## src/owtm_pkg.sv

```systemverilog
`timescale 1ns / 1ps
// Shared types, codes and tables of the one-wire temperature master.
// No dependencies; imported by every module of the block.
package owtm_pkg;

  // Commands carried by an input transfer
  localparam logic [2:0] CMD_NONE  = 3'd0;
  localparam logic [2:0] CMD_RESET = 3'd1;
  localparam logic [2:0] CMD_WRITE = 3'd2;
  localparam logic [2:0] CMD_READ  = 3'd3;
  localparam logic [2:0] CMD_TEMP  = 3'd4;

  // Configuration register indexes
  localparam int unsigned CFG_IDX_W  = 3;
  localparam int unsigned CFG_DATA_W = 20;
  localparam logic [CFG_IDX_W-1:0] CFG_RESET_LOW   = 3'd0;
  localparam logic [CFG_IDX_W-1:0] CFG_PRES_WAIT   = 3'd1;
  localparam logic [CFG_IDX_W-1:0] CFG_RESET_TAIL  = 3'd2;
  localparam logic [CFG_IDX_W-1:0] CFG_SLOT        = 3'd3;
  localparam logic [CFG_IDX_W-1:0] CFG_WR1_LOW     = 3'd4;
  localparam logic [CFG_IDX_W-1:0] CFG_RD_LOW      = 3'd5;
  localparam logic [CFG_IDX_W-1:0] CFG_GAP         = 3'd6;
  localparam logic [CFG_IDX_W-1:0] CFG_CONV_WAIT   = 3'd7;

  // Register values after reset
  localparam logic [9:0]  RST_RESET_LOW  = 10'd480;
  localparam logic [7:0]  RST_PRES_WAIT  = 8'd80;
  localparam logic [9:0]  RST_RESET_TAIL = 10'd400;
  localparam logic [7:0]  RST_SLOT       = 8'd60;
  localparam logic [3:0]  RST_WR1_LOW    = 4'd1;
  localparam logic [3:0]  RST_RD_LOW     = 4'd2;
  localparam logic [15:0] RST_GAP        = 16'd1000;
  localparam logic [19:0] RST_CONV_WAIT  = 20'd800000;

  // Bus commands of the temperature sequence
  localparam logic [7:0] ROM_SKIP   = 8'hCC;
  localparam logic [7:0] FN_CONVERT = 8'h44;
  localparam logic [7:0] FN_RD_PAD  = 8'hBE;

  // Kinds of item within an operation
  localparam logic [2:0] IT_END   = 3'd0;
  localparam logic [2:0] IT_RESET = 3'd1;
  localparam logic [2:0] IT_WRITE = 3'd2;
  localparam logic [2:0] IT_READ  = 3'd3;
  localparam logic [2:0] IT_GAP   = 3'd4;

  typedef struct packed {
    logic [2:0] command;
    logic [7:0] write_byte;
    logic       line_level;
  } in_t;

  typedef struct packed {
    logic               drive_low;
    logic               busy_res;
    logic               done_res;
    logic               presence;
    logic [7:0]         read_value;
    logic signed [15:0] temperature;
  } out_t;

  typedef struct packed {
    logic [9:0]  reset_low_us;
    logic [7:0]  presence_wait_us;
    logic [9:0]  reset_tail_us;
    logic [7:0]  slot_us;
    logic [3:0]  write_one_low_us;
    logic [3:0]  read_low_us;
    logic [15:0] post_reset_gap_us;
    logic [19:0] convert_wait_us;
  } cfg_t;

  // Item kind at a position of an operation
  function automatic logic [2:0] item_kind(input logic [2:0] op, input logic [3:0] pos);
    logic [2:0] k;
    k = IT_END;
    if (op == CMD_TEMP) begin
      case (pos)
        4'd0, 4'd5:               k = IT_RESET;
        4'd1, 4'd4:               k = IT_GAP;
        4'd2, 4'd3, 4'd6, 4'd7:   k = IT_WRITE;
        4'd8, 4'd9:               k = IT_READ;
        default:                  k = IT_END;
      endcase
    end else if (pos == 4'd0) begin
      case (op)
        CMD_RESET: k = IT_RESET;
        CMD_WRITE: k = IT_WRITE;
        CMD_READ:  k = IT_READ;
        default:   k = IT_END;
      endcase
    end
    return k;
  endfunction

  // Byte sent at a write position of the temperature sequence
  function automatic logic [7:0] temp_byte(input logic [3:0] pos);
    logic [7:0] b;
    case (pos)
      4'd2, 4'd6: b = ROM_SKIP;
      4'd3:       b = FN_CONVERT;
      4'd7:       b = FN_RD_PAD;
      default:    b = 8'h00;
    endcase
    return b;
  endfunction

endpackage

```

## src/owtm_cfg.sv

```systemverilog
`timescale 1ns / 1ps
// Timing register file of the one-wire master: write-only, reset to bus defaults.
// Depends on owtm_pkg.
module owtm_cfg
  import owtm_pkg::*;
(
  input  logic                  clk,
  input  logic                  rst_n,
  input  logic                  cfg_we,
  input  logic [CFG_IDX_W-1:0]  cfg_index,
  input  logic [CFG_DATA_W-1:0] cfg_wdata,
  output cfg_t                  cfg
);

  cfg_t cfg_r;

  always_ff @(posedge clk) begin
    if (!rst_n) begin
      cfg_r.reset_low_us      <= RST_RESET_LOW;
      cfg_r.presence_wait_us  <= RST_PRES_WAIT;
      cfg_r.reset_tail_us     <= RST_RESET_TAIL;
      cfg_r.slot_us           <= RST_SLOT;
      cfg_r.write_one_low_us  <= RST_WR1_LOW;
      cfg_r.read_low_us       <= RST_RD_LOW;
      cfg_r.post_reset_gap_us <= RST_GAP;
      cfg_r.convert_wait_us   <= RST_CONV_WAIT;
    end else if (cfg_we) begin
      case (cfg_index)
        CFG_RESET_LOW:  cfg_r.reset_low_us      <= cfg_wdata[9:0];
        CFG_PRES_WAIT:  cfg_r.presence_wait_us  <= cfg_wdata[7:0];
        CFG_RESET_TAIL: cfg_r.reset_tail_us     <= cfg_wdata[9:0];
        CFG_SLOT:       cfg_r.slot_us           <= cfg_wdata[7:0];
        CFG_WR1_LOW:    cfg_r.write_one_low_us  <= cfg_wdata[3:0];
        CFG_RD_LOW:     cfg_r.read_low_us       <= cfg_wdata[3:0];
        CFG_GAP:        cfg_r.post_reset_gap_us <= cfg_wdata[15:0];
        CFG_CONV_WAIT:  cfg_r.convert_wait_us   <= cfg_wdata[19:0];
        default: ;
      endcase
    end
  end

  assign cfg = cfg_r;

endmodule

```

## src/one_wire_temperature_master.sv

```systemverilog
`timescale 1ns / 1ps
// One-wire bus master with reset/presence, byte write, byte read and temperature sequence.
// Depends on owtm_pkg and owtm_cfg.
//
//   channel | ports                              | direction
//   --------+------------------------------------+----------
//   in      | in_valid, in_ready, in_data (in_t) | tick in
//   out     | out_valid, out_ready, out_data     | status out
//   cfg     | cfg_we, cfg_index, cfg_wdata       | register write
//
// Each input transfer is one bus tick; its status appears on out the next cycle.
// One tick per cycle: the bus state machine updates in a single pass into the
// output register. in_ready drops only while a status waits and out_ready is low.
// Synchronous active-low reset clears the sequencer and restores timing defaults.
module one_wire_temperature_master
  import owtm_pkg::*;
(
  input  logic                  clk,
  input  logic                  rst_n,
  input  logic                  in_valid,
  output logic                  in_ready,
  input  in_t                   in_data,
  output logic                  out_valid,
  input  logic                  out_ready,
  output out_t                  out_data,
  input  logic                  cfg_we,
  input  logic [CFG_IDX_W-1:0]  cfg_index,
  input  logic [CFG_DATA_W-1:0] cfg_wdata
);

  localparam logic [3:0] PH_IDLE     = 4'd0;
  localparam logic [3:0] PH_RST_LOW  = 4'd1;
  localparam logic [3:0] PH_RST_WAIT = 4'd2;
  localparam logic [3:0] PH_RST_TAIL = 4'd3;
  localparam logic [3:0] PH_W_LOW    = 4'd4;
  localparam logic [3:0] PH_W_HIGH   = 4'd5;
  localparam logic [3:0] PH_W_REC    = 4'd6;
  localparam logic [3:0] PH_R_LOW    = 4'd7;
  localparam logic [3:0] PH_R_REST   = 4'd8;
  localparam logic [3:0] PH_GAP      = 4'd9;

  cfg_t cfg;

  owtm_cfg u_cfg (
    .clk       (clk),
    .rst_n     (rst_n),
    .cfg_we    (cfg_we),
    .cfg_index (cfg_index),
    .cfg_wdata (cfg_wdata),
    .cfg       (cfg)
  );

  logic [3:0]  step_r,   step_nxt;
  logic [19:0] tick_r,   tick_nxt;
  logic [2:0]  bit_r,    bit_nxt;
  logic [7:0]  shift_r,  shift_nxt;
  logic [7:0]  low_r,    low_nxt;
  logic [7:0]  last_r,   last_nxt;
  logic [15:0] temp_r,   temp_nxt;
  logic        pres_r,   pres_nxt;
  logic [2:0]  op_r,     op_nxt;
  logic [3:0]  pos_r,    pos_nxt;
  logic        drive_nxt, done_nxt;

  logic  out_valid_r;
  out_t  out_data_r;
  logic  in_fire;

  assign in_ready = !out_valid_r || out_ready;
  assign in_fire  = in_valid && in_ready;

  always_comb begin : seq
    logic [19:0] len_raw;
    logic [19:0] len;
    logic [20:0] tick_inc;
    logic        end_it;
    logic [2:0]  kind;

    step_nxt  = step_r;
    tick_nxt  = tick_r;
    bit_nxt   = bit_r;
    shift_nxt = shift_r;
    low_nxt   = low_r;
    last_nxt  = last_r;
    temp_nxt  = temp_r;
    pres_nxt  = pres_r;
    op_nxt    = op_r;
    pos_nxt   = pos_r;
    drive_nxt = 1'b0;
    done_nxt  = 1'b0;
    len_raw   = 20'd1;
    len       = 20'd1;
    tick_inc  = 21'd0;
    end_it    = 1'b0;
    kind      = IT_END;

    // start a new operation on an idle tick
    if (step_nxt == PH_IDLE && in_data.command inside {[CMD_RESET:CMD_TEMP]}) begin
      op_nxt   = in_data.command;
      pos_nxt  = 4'd0;
      tick_nxt = 20'd0;
      bit_nxt  = 3'd0;
      case (in_data.command)
        CMD_WRITE: begin
          shift_nxt = in_data.write_byte;
          step_nxt  = PH_W_LOW;
        end
        CMD_READ: begin
          shift_nxt = 8'd0;
          step_nxt  = PH_R_LOW;
        end
        default: step_nxt = PH_RST_LOW;
      endcase
    end

    if (step_nxt != PH_IDLE) begin
      case (step_nxt)
        PH_RST_LOW:  len_raw = {10'd0, cfg.reset_low_us};
        PH_RST_WAIT: len_raw = {12'd0, cfg.presence_wait_us};
        PH_RST_TAIL: len_raw = {10'd0, cfg.reset_tail_us};
        PH_W_LOW:    len_raw = shift_nxt[bit_nxt] ? {16'd0, cfg.write_one_low_us}
                                                  : {12'd0, cfg.slot_us};
        PH_W_HIGH:   len_raw = {12'd0, cfg.slot_us};
        PH_R_LOW:    len_raw = {16'd0, cfg.read_low_us};
        PH_R_REST:   len_raw = {12'd0, cfg.slot_us};
        PH_GAP:      len_raw = (pos_nxt == 4'd1) ? {4'd0, cfg.post_reset_gap_us}
                                                 : cfg.convert_wait_us;
        default:     len_raw = 20'd1;
      endcase
      len = (len_raw == 20'd0) ? 20'd1 : len_raw;

      drive_nxt = (step_nxt == PH_RST_LOW) || (step_nxt == PH_W_LOW) ||
                  (step_nxt == PH_R_LOW);
      tick_inc  = {1'b0, tick_nxt} + 21'd1;

      // presence is the inverted line level (a low line means present) on the last tick of the wait
      if (step_nxt == PH_RST_WAIT && tick_inc >= {1'b0, len})
        pres_nxt = !in_data.line_level;
      if (step_nxt == PH_R_REST && tick_nxt == 20'd0 && in_data.line_level)
        shift_nxt[bit_nxt] = 1'b1;

      tick_nxt = tick_inc[19:0];
      if (tick_inc >= {1'b0, len}) begin
        tick_nxt = 20'd0;
        case (step_nxt)
          PH_RST_LOW:  step_nxt = PH_RST_WAIT;
          PH_RST_WAIT: step_nxt = PH_RST_TAIL;
          PH_W_LOW:    step_nxt = shift_nxt[bit_nxt] ? PH_W_HIGH : PH_W_REC;
          PH_W_HIGH, PH_W_REC: begin
            if (bit_nxt == 3'd7) end_it = 1'b1;
            else begin
              bit_nxt  = bit_nxt + 3'd1;
              step_nxt = PH_W_LOW;
            end
          end
          PH_R_LOW:    step_nxt = PH_R_REST;
          PH_R_REST: begin
            if (bit_nxt == 3'd7) begin
              last_nxt = shift_nxt;
              if (op_nxt == CMD_TEMP && pos_nxt == 4'd8) low_nxt = shift_nxt;
              if (op_nxt == CMD_TEMP && pos_nxt == 4'd9) temp_nxt = {shift_nxt, low_nxt};
              end_it = 1'b1;
            end else begin
              bit_nxt  = bit_nxt + 3'd1;
              step_nxt = PH_R_LOW;
            end
          end
          default: end_it = 1'b1;
        endcase
      end
    end

    // move on to the next item of the operation, or finish
    if (end_it) begin
      pos_nxt  = pos_nxt + 4'd1;
      kind     = item_kind(op_nxt, pos_nxt);
      tick_nxt = 20'd0;
      bit_nxt  = 3'd0;
      case (kind)
        IT_RESET: step_nxt = PH_RST_LOW;
        IT_WRITE: begin
          if (op_nxt == CMD_TEMP) shift_nxt = temp_byte(pos_nxt);
          step_nxt = PH_W_LOW;
        end
        IT_READ: begin
          shift_nxt = 8'd0;
          step_nxt  = PH_R_LOW;
        end
        IT_GAP:   step_nxt = PH_GAP;
        default: begin
          step_nxt = PH_IDLE;
          op_nxt   = CMD_NONE;
          pos_nxt  = 4'd0;
          done_nxt = 1'b1;
        end
      endcase
    end
  end

  // advance the bus state only on an input transfer
  always_ff @(posedge clk) begin
    if (!rst_n) begin
      step_r  <= PH_IDLE;
      tick_r  <= 20'd0;
      bit_r   <= 3'd0;
      shift_r <= 8'd0;
      low_r   <= 8'd0;
      last_r  <= 8'd0;
      temp_r  <= 16'd0;
      pres_r  <= 1'b0;
      op_r    <= CMD_NONE;
      pos_r   <= 4'd0;
    end else if (in_fire) begin
      step_r  <= step_nxt;
      tick_r  <= tick_nxt;
      bit_r   <= bit_nxt;
      shift_r <= shift_nxt;
      low_r   <= low_nxt;
      last_r  <= last_nxt;
      temp_r  <= temp_nxt;
      pres_r  <= pres_nxt;
      op_r    <= op_nxt;
      pos_r   <= pos_nxt;
    end
  end

  always_ff @(posedge clk) begin
    if (!rst_n) begin
      out_valid_r <= 1'b0;
    end else if (in_fire) begin
      out_valid_r <= 1'b1;
    end else if (out_ready) begin
      out_valid_r <= 1'b0;
    end
  end

  always_ff @(posedge clk) begin
    if (in_fire) begin
      out_data_r.drive_low   <= drive_nxt;
      out_data_r.busy_res    <= (step_nxt != PH_IDLE);
      out_data_r.done_res    <= done_nxt;
      out_data_r.presence    <= pres_nxt;
      out_data_r.read_value  <= last_nxt;
      out_data_r.temperature <= temp_nxt;
    end
  end

  assign out_valid = out_valid_r;
  assign out_data  = out_data_r;

  a_done_not_busy: assert property (@(posedge clk) disable iff (!rst_n)
    out_valid_r && out_data_r.done_res |-> !out_data_r.busy_res)
    else $error("done reported while still busy");

  a_drive_when_busy: assert property (@(posedge clk) disable iff (!rst_n)
    out_valid_r && out_data_r.drive_low |-> out_data_r.busy_res)
    else $error("bus driven low outside an operation");

  a_idle_clean: assert property (@(posedge clk) disable iff (!rst_n)
    step_r == PH_IDLE |-> (tick_r == 20'd0 && op_r == CMD_NONE && pos_r == 4'd0))
    else $error("idle with leftover operation state");

  a_hold_on_stall: assert property (@(posedge clk) disable iff (!rst_n)
    !in_fire |=> $stable(step_r) && $stable(tick_r) && $stable(bit_r))
    else $error("bus state moved without a transfer");

endmodule
```

## config.mk

```make
export PLATFORM = sky130hd
export DESIGN_NAME = one_wire_temperature_master
export DESIGN_NICKNAME = d
export VERILOG_FILES = /design/src/owtm_pkg.sv /design/src/owtm_cfg.sv /design/src/one_wire_temperature_master.sv
export SDC_FILE = /design/constraint.sdc
export NUM_CORES = 1
export LEC_CHECK = 0
export BUFFER_PORTS_ARGS = -buffer_cell sky130_fd_sc_hd__buf_2
export CAP_MARGIN = 20
export CELL_PAD_IN_SITES_DETAIL_PLACEMENT = 0
export CELL_PAD_IN_SITES_GLOBAL_PLACEMENT = 1
export CORE_MARGIN = 1
export CORE_UTILIZATION = 49
export DETAILED_ROUTE_END_ITERATION = 12
export MAX_ROUTING_LAYER = met4
export PLACE_DENSITY = 0.95
export SYNTH_ARGS = -nofsm -noshare
export SYNTH_HDL_FRONTEND = slang
export SYNTH_SLANG_ARGS = --single-unit
```

## constraint.sdc

```tcl
create_clock -name clk -period 17.4 [get_ports clk]
set_input_delay 0 -clock clk [delete_from_list [all_inputs] [get_ports clk]]
set_output_delay 0 -clock clk [all_outputs]
set_load 0.005 [all_outputs]
```

==> impl_metrics.py, run 1 <==
metrics = {
    "final_layout": {
        "syn2layout_area_growth_pct": 13.8,
        "fin_util": 0.573,
        "antenna_cells": 0,
        "mostFrequentLayoutCell": "nand2_1",
        "fin_area_sq_um": 11200,
        "nets": 1359,
        "layout-drive-gt1-share": 0.128,
        "most-common-layout-cells": "nand2_1 (241), dfxtp_1 (156), nor2_1 (118), a21oi_1 (118), nand3_1 (78)",
    },
    "worst_hold_path": {
        "hold_path.class": "in2reg",
        "min_from": "cfg_index[1]",
    },
    "clock_tree": {
        "cts.sinks": 184,
        "cts_root_buf": "clkbuf_16",
        "cts_tree": "done",
        "ctsHtreeMaxLevel": 4,
        "post_cts_resized": 0,
        "cts_made_buffers": 17,
        "clkSlewWorstSetupHoldPaths_ns": 0.08,
        "clk_latency_ns": 0.45,
        "cts_buffer_depth": 2,
    },
    "floorplan": {
        "start_util": 0.503,
        "die_height_microns": 144,
        "core_area_sq_um": 19600,
        "ios": 70,
        "num_rows": 51,
        "dieArea_sq_um": 20700,
        "die_x_microns": 144,
    },
    "yosys": {
        "async_flop_share": 0,
        "ys_ff_latch": 184,
        "ys_top_cells_by_area": "dfxtp_1 (32%), nand2_1 (9.2%), edfxtp_1 (8.5%)",
        "syn_inst": 1238,
        "synthFlopType": "dfxtp_1",
        "ys_types": 78,
        "synth_top_cell_by_area": "dfxtp_1",
        "syn_avg_cell_area_sq_um": 7.96,
        "syn_area_sq_um": 9860,
        "synthesis.nets": 1307,
        "synth_largest_type_area_fraction": 0.317,
        "yosys_warnings": 0,
        "synth_edf_count": 28,
        "ys_seq_area_frac": 0.402,
    },
    "setup_path": {
        "r2r_start": "step_r[3]",
        "slowest_delay_ns": 0.88,
        "worst_setup_path_start_kind": "flop",
        "critPathSlowestCell": "nor2_1",
        "path_class": "reg2reg",
        "worst_path_most_repeated_cell": "nand2_1",
        "reg2reg_slack_ns": 10.41,
        "startpoint": "step_r[3]",
        "crit_path_cell_trace": "nor4_1 -> buf_4 -> nand3_1 -> buf_4 -> nand2_1 -> inv_1 -> ha_1 -> o21a_1 -> mux2i_1 -> o32a_1 -> nand2_1 -> a2111oi_0 -> nand4_1 -> o21ai_0 -> ha_1 -> nand3_1 -> nor4_1 -> nor3_1 -> and3_1 -> o21bai_2 -> nand2_1 -> nor2_1 -> nor2_1 -> a211oi_1",
        "cp.required_ns": 17.76,
        "cp-end-kind": "flop",
        "cp_data_arrival_time_ns": 7.35,
        "critPathMaxFanout": 32,
    },
    "routing": {
        "routedWlPerCell_microns": 16.9,
        "vias": 9231,
        "drt_iter0_drc": 662,
        "drc": 0,
        "drtAntennaViolNets": 0,
        "routed_via_density": 5.89,
        "dr.pass1.iters": 5,
        "wl_microns": 26500,
    },
    "power_and_ir_drop": {
        "p_per_area_nw_per_um2": 94.2,
        "power_frac_comb": 0.184,
        "p_switching_w": 0.000336,
        "sequentialPowerShare": 0.432,
        "p_sw_frac": 0.318,
        "ir_worst_vdd_uv": 72.6,
        "p_int_w": 0.000721,
        "power_leakage_nw": 4.24,
        "p_total_w": 0.00106,
        "clockPowerShare": 0.384,
    },
    "global_route": {
        "grt_pass1_vias": 8483,
        "grt_pass1_wl_microns": 42800,
        "antenna_found_initial": 0,
        "grt_max_degree": 86,
        "grt.total_usage": 0.271,
        "grt_overflow": 0,
    },
    "placed_design": {
        "place_congestion": 0.933,
        "hpwl_microns": 18000,
        "preCtsSetupSlack_ns": 10.13,
        "numPortBuffers": 69,
        "place_area_sq_um": 10300,
    },
    "sta": {
        "fmax_ghz": 0.143,
        "fin_ws_ns": 10.41,
        "worst_pin_slew_ns": 1.01,
        "finClkSkew_ns": 0.0117,
        "period_needed_ns": 6.99,
        "finalHoldViolCount": 0,
        "rsz0062_at_grt": "false",
        "setup_tns_ns": 0,
        "slew_headroom": 0.323,
        "period_share": 0.402,
        "setup_viol": 0,
        "slew_violations": 0,
    },
    "outcome": {
        "outcome": "completed",
    },
    "run": {
        "cap_violations": 0,
    },
}
synth_stat cells, types with 16 or more instances:
master and n:
nor4_1 18, nand2_1 241, mux2i_1 25, mux2_2 17, nor2_1 118, dfxtp_1 156, a211oi_1 21, nand3_1 78
edfxtp_1 28, clkbuf_1 62, ha_1 29, inv_1 17, a21oi_1 118, o21ai_0 61, nor3_1 16
repair_timing:
| item | CTS | global route |
|---|---|---|
| setup buffers | 0 | 0 |
| endpoints found under the setup margin | 0 | 0 |
| endpoints found under the hold margin | 83 | 0 |
| hold buffers | 24 | 0 |
registers in the layout, summed over array words and instances, names as in the netlist:
| name | flops |
|---|---|
| bit_r | 3 |
| last_r | 8 |
| low_r | 8 |
| op_r | 3 |
| out_data | 28 |
| out_valid | 1 |
| pos_r | 4 |
| pres_r | 1 |
| shift_r | 8 |
| step_r | 4 |
| temp_r | 16 |
| tick_r | 20 |
| u_cfg.cfg | 80 |
per-stage QoR:
step / cells / hold slack (ns)
after floorplan: 1238 / 0.124
after global placement: 1509 / 0.217
after detailed placement: 1511 / 0.226
after CTS: 1567 / 0.000646
after global routing: 1568 / 0.0469
final: 1568 / 0.00892
routing by layer:
metal | global-route usage | share of wire | vias to the layer above
met2 | 0.437 | 0.48 | 337
met4 | 0.0969 | 0.022 | 0
met1 | 0.343 | 0.44 | 4293
met3 | 0.0417 | 0.060 | 55
li1 | - | - | 4546
met5 | - | 0 | -
critical path, delay by kind of cell, from the launching register on:
family / cells / cell delay (ns)
buffers and inverters: 3 / 0.68
AO/OA/AOI/OAI: 6 / 2.42
AND/OR/NAND/NOR: 12 / 2.58
adder cells (fa/ha/maj): 2 / 0.34
flip-flops: 1 / 0.61
multiplexers: 1 / 0.27
final cells by class:
class	count	area, sq um
multi-input combinational	957	5500
fill	1824	8370
sequential	184	3960
timing repair buffer	112	739
clock buffer	17	425
tap	265	332
inverter	18	67.6
clock inverter	15	195
power groups by stage:
stage,clock [W],combinational [W],sequential [W]
floorplan,0,0.000135,0.000463
global placement,0,0.000184,0.000466
detailed placement,0,0.000187,0.000466
CTS,0.000410,0.000192,0.000456
global route,0.000427,0.000212,0.000459
finish,0.000406,0.000194,0.000457
path summary, 6_finish.rpt:
| check | to | cells after the start |
|---|---|---|
| max reg2reg | last_r[1] | 24 |
| min | u_cfg.cfg[72] | 4 |
| min reg2reg | u_cfg.cfg[20] | 2 |
| max | last_r[1] | 24 |
cell families after synthesis:
kind of cell             count (synthesis)  synth area share
AND/OR/NAND/NOR                        554             0.256
AO/OA/AOI/OAI                          309             0.199
flip-flops                             184             0.402
buffers and inverters                   97            0.0400
multiplexers                            43            0.0471
adder cells (fa/ha/maj)                 29            0.0368
XOR/XNOR                                22            0.0195
Note: power is estimated with default switching activity, not from simulation.
==> run 2: changes to the inputs <==
--- a/config.mk
+++ b/config.mk
@@ -10,10 +10,10 @@
 export CELL_PAD_IN_SITES_DETAIL_PLACEMENT = 0
 export CELL_PAD_IN_SITES_GLOBAL_PLACEMENT = 1
 export CORE_MARGIN = 1
-export CORE_UTILIZATION = 49
+export CORE_UTILIZATION = 41
 export DETAILED_ROUTE_END_ITERATION = 12
 export MAX_ROUTING_LAYER = met4
-export PLACE_DENSITY = 0.95
+export PLACE_DENSITY = 0.88
 export SYNTH_ARGS = -nofsm -noshare
 export SYNTH_HDL_FRONTEND = slang
 export SYNTH_SLANG_ARGS = --single-unit
==> constraint.sdc (replaced) <==
create_clock -name clk -period 6.2 [get_ports clk]
set_input_delay 0 -clock clk [delete_from_list [all_inputs] [get_ports clk]]
set_output_delay 0 -clock clk [all_outputs]
set_load 0.005 [all_outputs]
==> run 2 against run 1 <==
Compared with the run above: critical path depth is 3 lower; final cell count rose by 4.1%; first-iteration DRC count shrank 0.60%; setup slack worse by 9.8 ns; fmax increased by 25%; clock-buffer cell count stayed put; power grew to 2.8 times the previous value; final area is 1.2% higher; largest power group unchanged.
==> impl_metrics.py, run 2 (synthesized netlist as in run 1, its figures left out) <==
metrics = {
    "outcome": {
        "outcome": "completed",
    },
    "setup_path": {
        "rr_endpoint": "shift_r[3]",
        "cp-end-kind": "flop",
        "startpoint": "step_r[0]",
        "r2r_start": "step_r[0]",
        "path_class": "reg2reg",
        "cp_data_arrival_time_ns": 5.96,
        "reg2reg_slack_ns": 0.59,
        "cp.required_ns": 6.55,
        "worst_setup_path_start_kind": "flop",
        "critPathMaxFanout": 12,
        "crit_end": "shift_r[3]",
        "r2r_cells": 21,
    },
    "final_layout": {
        "most-common-layout-cells": "nand2_1 (241), dfxtp_1 (156), nor2_1 (118), a21oi_1 (118), nand3_1 (78)",
        "largest_register_ffs": 80,
        "syn2layout_area_growth_pct": 15.2,
        "layout-drive-gt1-share": 0.136,
        "stdcell_count": 1633,
        "fin_area_sq_um": 11400,
        "mostFrequentLayoutCell": "nand2_1",
        "nets": 1370,
        "antenna_cells": 0,
    },
    "sta": {
        "fmax_ghz": 0.178,
        "worst_pin_slew_ns": 0.968,
        "slew_violations": 0,
        "setup_tns_ns": 0,
        "period_needed_ns": 5.61,
        "fin_ws_ns": 0.591,
        "finalHoldViolCount": 0,
        "finClkSkew_ns": 0.0141,
        "setup_viol": 0,
        "slew_headroom": 0.352,
        "rsz0062_at_grt": "false",
        "period_share": 0.905,
    },
    "routing": {
        "routedWlPerCell_microns": 16.8,
        "drtAntennaViolNets": 0,
        "vias": 9225,
        "drc": 0,
        "drt_iter0_drc": 658,
        "routed_via_density": 5.65,
        "wl_microns": 27400,
        "dr.pass1.iters": 7,
    },
    "global_route": {
        "antenna_found_initial": 0,
        "grt.total_usage": 0.235,
        "grt_overflow": 0,
        "grt_pass1_wl_microns": 44400,
        "grt_max_degree": 59,
        "grt_pass1_vias": 8617,
    },
    "power_and_ir_drop": {
        "ir_worst_vdd_uv": 185,
        "p_total_w": 0.00297,
        "power_leakage_nw": 4.30,
        "p_per_area_nw_per_um2": 261,
    },
    "clock_tree": {
        "ctsHtreeMaxLevel": 4,
        "cts_hold_buf": 23,
        "cts.sinks": 184,
        "cts_made_buffers": 17,
        "cts_setup_buffers": 0,
        "clkSlewWorstSetupHoldPaths_ns": 0.08,
        "post_cts_resized": 0,
        "cts_buffer_depth": 2,
        "clk_latency_ns": 0.44,
        "cts_tree": "done",
        "cts_root_buf": "clkbuf_16",
    },
    "placed_design": {
        "place_area_sq_um": 10500,
        "numPortBuffers": 69,
        "place_inst": 1576,
        "place_congestion": 0.930,
        "preCtsSetupSlack_ns": 0.719,
        "hpwl_microns": 19300,
    },
    "floorplan": {
        "ios": 70,
        "num_rows": 56,
        "die_x_microns": 157,
        "die_height_microns": 157,
        "dieArea_sq_um": 24700,
        "core_area_sq_um": 23500,
        "start_util": 0.419,
    },
    "worst_hold_path": {
        "hold_path.class": "in2reg",
    },
    "run": {
        "cap_violations": 0,
    },
}
[run 2: cell types whose count changed in the layout (fill, tap and decap cells not counted), sizes merged]
cell         change
dlygate4sd3      -1
clkinv           +3
bufinv           -1
clkinvlp         -2
buf             +12
[run 2: per-layer routing]
layer	vias up	wire length (microns)	GRT usage
li1	4556	-	-
met1	4358	12600	0.301
met2	276	13000	0.386
met3	35	1380	0.0300
met4	0	369	0.0684
met5	-	0	-
[run 2: how the worst min path moves through the flow]
stage | start | to | slack (ns) | cells after the start
after floorplan | cfg_wdata[10] | u_cfg.cfg[10] | 0.12 | 2
after global placement | cfg_wdata[12] | u_cfg.cfg[12] | 0.23 | 3
after detailed placement | cfg_wdata[10] | u_cfg.cfg[10] | 0.23 | 3
after CTS | in_data[11] | op_r[2] | 0.09 | 3
after global routing | cfg_index[0] | u_cfg.cfg[79] | 0.03 | 4
final | cfg_index[0] | u_cfg.cfg[79] | 0.0002 | 4
[run 2: final cells by class]
| type | instances | area [sq um] |
|---|---|---|
| sequential | 184 | 3960 |
| multi-input combinational | 957 | 5500 |
| fill | 2374 | 12200 |
| timing repair buffer | 123 | 806 |
| tap | 319 | 399 |
| inverter | 18 | 67.6 |
| clock inverter | 15 | 195 |
| clock buffer | 17 | 425 |
[run 2: report_power, final]
part / switching [W] / internal, W / total [W]
logic: 0.000365 / 0.000197 / 0.000562
registers: 0.0000272 / 0.00125 / 0.00128
clock network: 0.000571 / 0.000556 / 0.00113
[run 2: critical path, stage by stage (launching register included)]
cell and delay (ns):
dfxtp_1 0.44, nor4_1 0.40, buf_4 0.25, nand2_1 0.26, mux4_2 0.37, or3_1 0.31, o211a_1 0.19, o21ai_1 0.52
a221oi_1 0.24, nand4_1 0.12, o21ai_0 0.10, ha_1 0.30, nand3_1 0.07, nor4_1 0.23, nor3_1 0.11, and3_1 0.22
o21bai_2 0.16, buf_4 0.20, nand4_4 0.16, or4_1 0.55, and2_1 0.18, o31ai_2 0.15
[run 2: metrics by stage]
stage / util / hold slack (ns)
floorplan: - / 0.124
global placement: 0.446 / 0.226
detailed placement: 0.446 / 0.232
CTS: 0.482 / 0.0884
global route: 0.482 / 0.0271
finish: 0.482 / 0.000175
==> run 3: changes to the inputs <==
--- a/config.mk
+++ b/config.mk
@@ -9,9 +9,11 @@
 export CAP_MARGIN = 20
 export CELL_PAD_IN_SITES_DETAIL_PLACEMENT = 0
 export CELL_PAD_IN_SITES_GLOBAL_PLACEMENT = 1
+export CORE_ASPECT_RATIO = 1.1
 export CORE_MARGIN = 1
 export CORE_UTILIZATION = 41
 export DETAILED_ROUTE_END_ITERATION = 12
+export GPL_TIMING_DRIVEN = 0
 export MAX_ROUTING_LAYER = met4
 export PLACE_DENSITY = 0.88
 export SYNTH_ARGS = -nofsm -noshare
==> run 3 against run 2 <==
Compared with the run above: flip-flop and latch count is the same; sequential power hardly changed; critical path depth rose by 6; critical path type unchanged; critical endpoint is now temp_r[9].
==> impl_metrics.py, run 3 (synthesized netlist as in run 1, its figures left out) <==
metrics = {
    "sta": {
        "finalHoldViolCount": 0,
        "slew_violations": 0,
        "finClkSkew_ns": 0.0142,
        "slew_headroom": 0.242,
        "period_share": 0.956,
        "worst_pin_slew_ns": 1.14,
        "setup_viol": 0,
        "period_needed_ns": 5.93,
        "rsz0062_at_grt": "false",
        "fmax_ghz": 0.169,
        "fin_ws_ns": 0.273,
    },
    "clock_tree": {
        "ctsHtreeMaxLevel": 4,
        "clkSlewWorstSetupHoldPaths_ns": 0.09,
        "cts_root_buf": "clkbuf_16",
        "cts_made_buffers": 17,
        "clk_latency_ns": 0.45,
        "cts_buffer_depth": 2,
        "cts.sinks": 184,
        "cts_tree": "done",
    },
    "routing": {
        "routedWlPerCell_microns": 18.3,
        "met3RoutedLength_microns": 1590,
        "drtAntennaViolNets": 0,
        "dr.pass1.iters": 7,
        "drc": 0,
        "topRoutingLayerUsed": "met4",
        "vias": 9467,
        "wl_met1_microns": 13600,
        "wl_met2_microns": 14500,
        "routed_via_density": 5.68,
        "wl_microns": 30500,
        "drt_iter0_drc": 639,
    },
    "setup_path": {
        "cp-end-kind": "flop",
        "rr_endpoint": "temp_r[9]",
        "slowest_delay_ns": 0.49,
        "cp_num_buf_inv": 8,
        "cp.required_ns": 6.50,
        "path_class": "reg2reg",
        "r2r_cells": 27,
        "r2r_start": "step_r[0]",
        "crit_family": "simple AND/OR/NAND/NOR gates",
        "critPathSlowestCell": "or4b_1",
        "cp_data_arrival_time_ns": 6.23,
        "worst_setup_path_start_kind": "flop",
        "worst_path_most_repeated_cell": "buf_4",
        "reg2reg_slack_ns": 0.27,
        "critPathMaxFanout": 10,
    },
    "worst_hold_path": {
        "hold_path.class": "in2reg",
        "hold-path-cell-count": 3,
        "holdPathEnd": "u_cfg.cfg[22]",
        "min_from": "cfg_wdata[2]",
    },
    "final_layout": {
        "layout-drive-gt1-share": 0.129,
        "syn2layout_area_growth_pct": 17.0,
        "most-common-layout-cells": "nand2_1 (240), dfxtp_1 (154), a21oi_1 (118), nor2_1 (117), nand3_1 (77)",
        "fin_area_sq_um": 11500,
        "fin_util": 0.488,
        "stdcell_count": 1666,
        "mostFrequentLayoutCell": "nand2_1",
        "nets": 1417,
        "antenna_cells": 0,
        "largest_register_ffs": 80,
    },
    "global_route": {
        "grt.total_usage": 0.257,
        "grt_overflow": 0,
        "grt_max_degree": 31,
        "grt_pass1_wl_microns": 47300,
        "antenna_found_initial": 0,
        "grt_pass1_vias": 8702,
    },
    "run": {
        "cap_violations": 0,
    },
    "floorplan": {
        "die_height_microns": 165,
        "num_rows": 59,
        "ios": 70,
        "start_util": 0.417,
        "core_area_sq_um": 23600,
        "die_x_microns": 150,
        "dieArea_sq_um": 24700,
    },
    "placed_design": {
        "place_congestion": 0.955,
        "preCtsSetupSlack_ns": -1.70,
        "hpwl_microns": 22000,
        "place_area_sq_um": 10600,
        "place_inst": 1606,
        "numPortBuffers": 61,
    },
    "power_and_ir_drop": {
        "p_per_area_nw_per_um2": 261,
        "p_total_w": 0.00301,
        "power_leakage_nw": 4.34,
        "ir_worst_vdd_uv": 156,
    },
    "outcome": {
        "outcome": "completed",
    },
}
## run 3: per-layer routing
layer  GRT usage  vias to the layer above
li1            -                     4646
met1       0.323                     4456
met2       0.420                      313
met3      0.0367                       52
met4      0.0886                        0
met5           -                        -
## run 3: through the flow
stage               hold WS [ns]  TNS (ns)
finish                    0.0138         0
global route              0.0242         0
CTS                       0.0102         0
detailed placement         0.211   -128.73
global placement           0.210   -127.42
floorplan                  0.124         0
## run 3: repair_timing
action / in CTS / in global routing
gates resized for setup: 16 / 13
gates cloned: 0 / 0
hold buffers: 21 / 0
pin swaps: 1 / 1
buffers inserted: 2 / 4
setup endpoints to repair: 102 / 84
hold endpoints to repair: 56 / 0
## run 3: final cells by class
cell class / instances / area [sq um]
Fill cell: 2375 / 12100
Multi-Input combinational cell: 957 / 5570
Sequential cell: 184 / 3970
Timing Repair Buffer: 91 / 596
Clock buffer: 18 / 429
Tap cell: 305 / 382
Buffer: 79 / 350
Clock inverter: 14 / 175
Inverter: 18 / 67.6
## run 3: worst register-to-register path, delay by kind of cell (launching register included)
family                     cells  cell delay, ns
AOI/OAI and AO/OA              7            1.43
and+or+nand+nor                9            1.69
adders and majority gates      2            0.52
buffers and inverters          8            1.48
muxes                          1            0.30
DFF                            1            0.36
## run 3: power by group
| group | internal, W | switching (W) | leakage [nW] | total, W |
|---|---|---|---|---|
| Sequential | 0.00125 | 0.0000246 | 1.55 | 0.00128 |
| Combinational | 0.000213 | 0.000408 | 2.50 | 0.000621 |
| Clock | 0.000548 | 0.000567 | 0.292 | 0.00112 |
| Total | 0.00201 | 0.00100 | 4.34 | 0.00301 |
## run 3: worst max-delay path by stage
stage	to	startpoint	cells past startpoint
6_report	temp_r[9]	step_r[0]	27
5_1_grt	temp_r[15]	step_r[0]	27
4_1_cts	shift_r[3]	step_r[0]	27
3_5_place_dp	temp_r[0]	step_r[1]	27
3_3_place_gp	temp_r[0]	step_r[1]	27
2_1_floorplan	temp_r[0]	step_r[1]	27
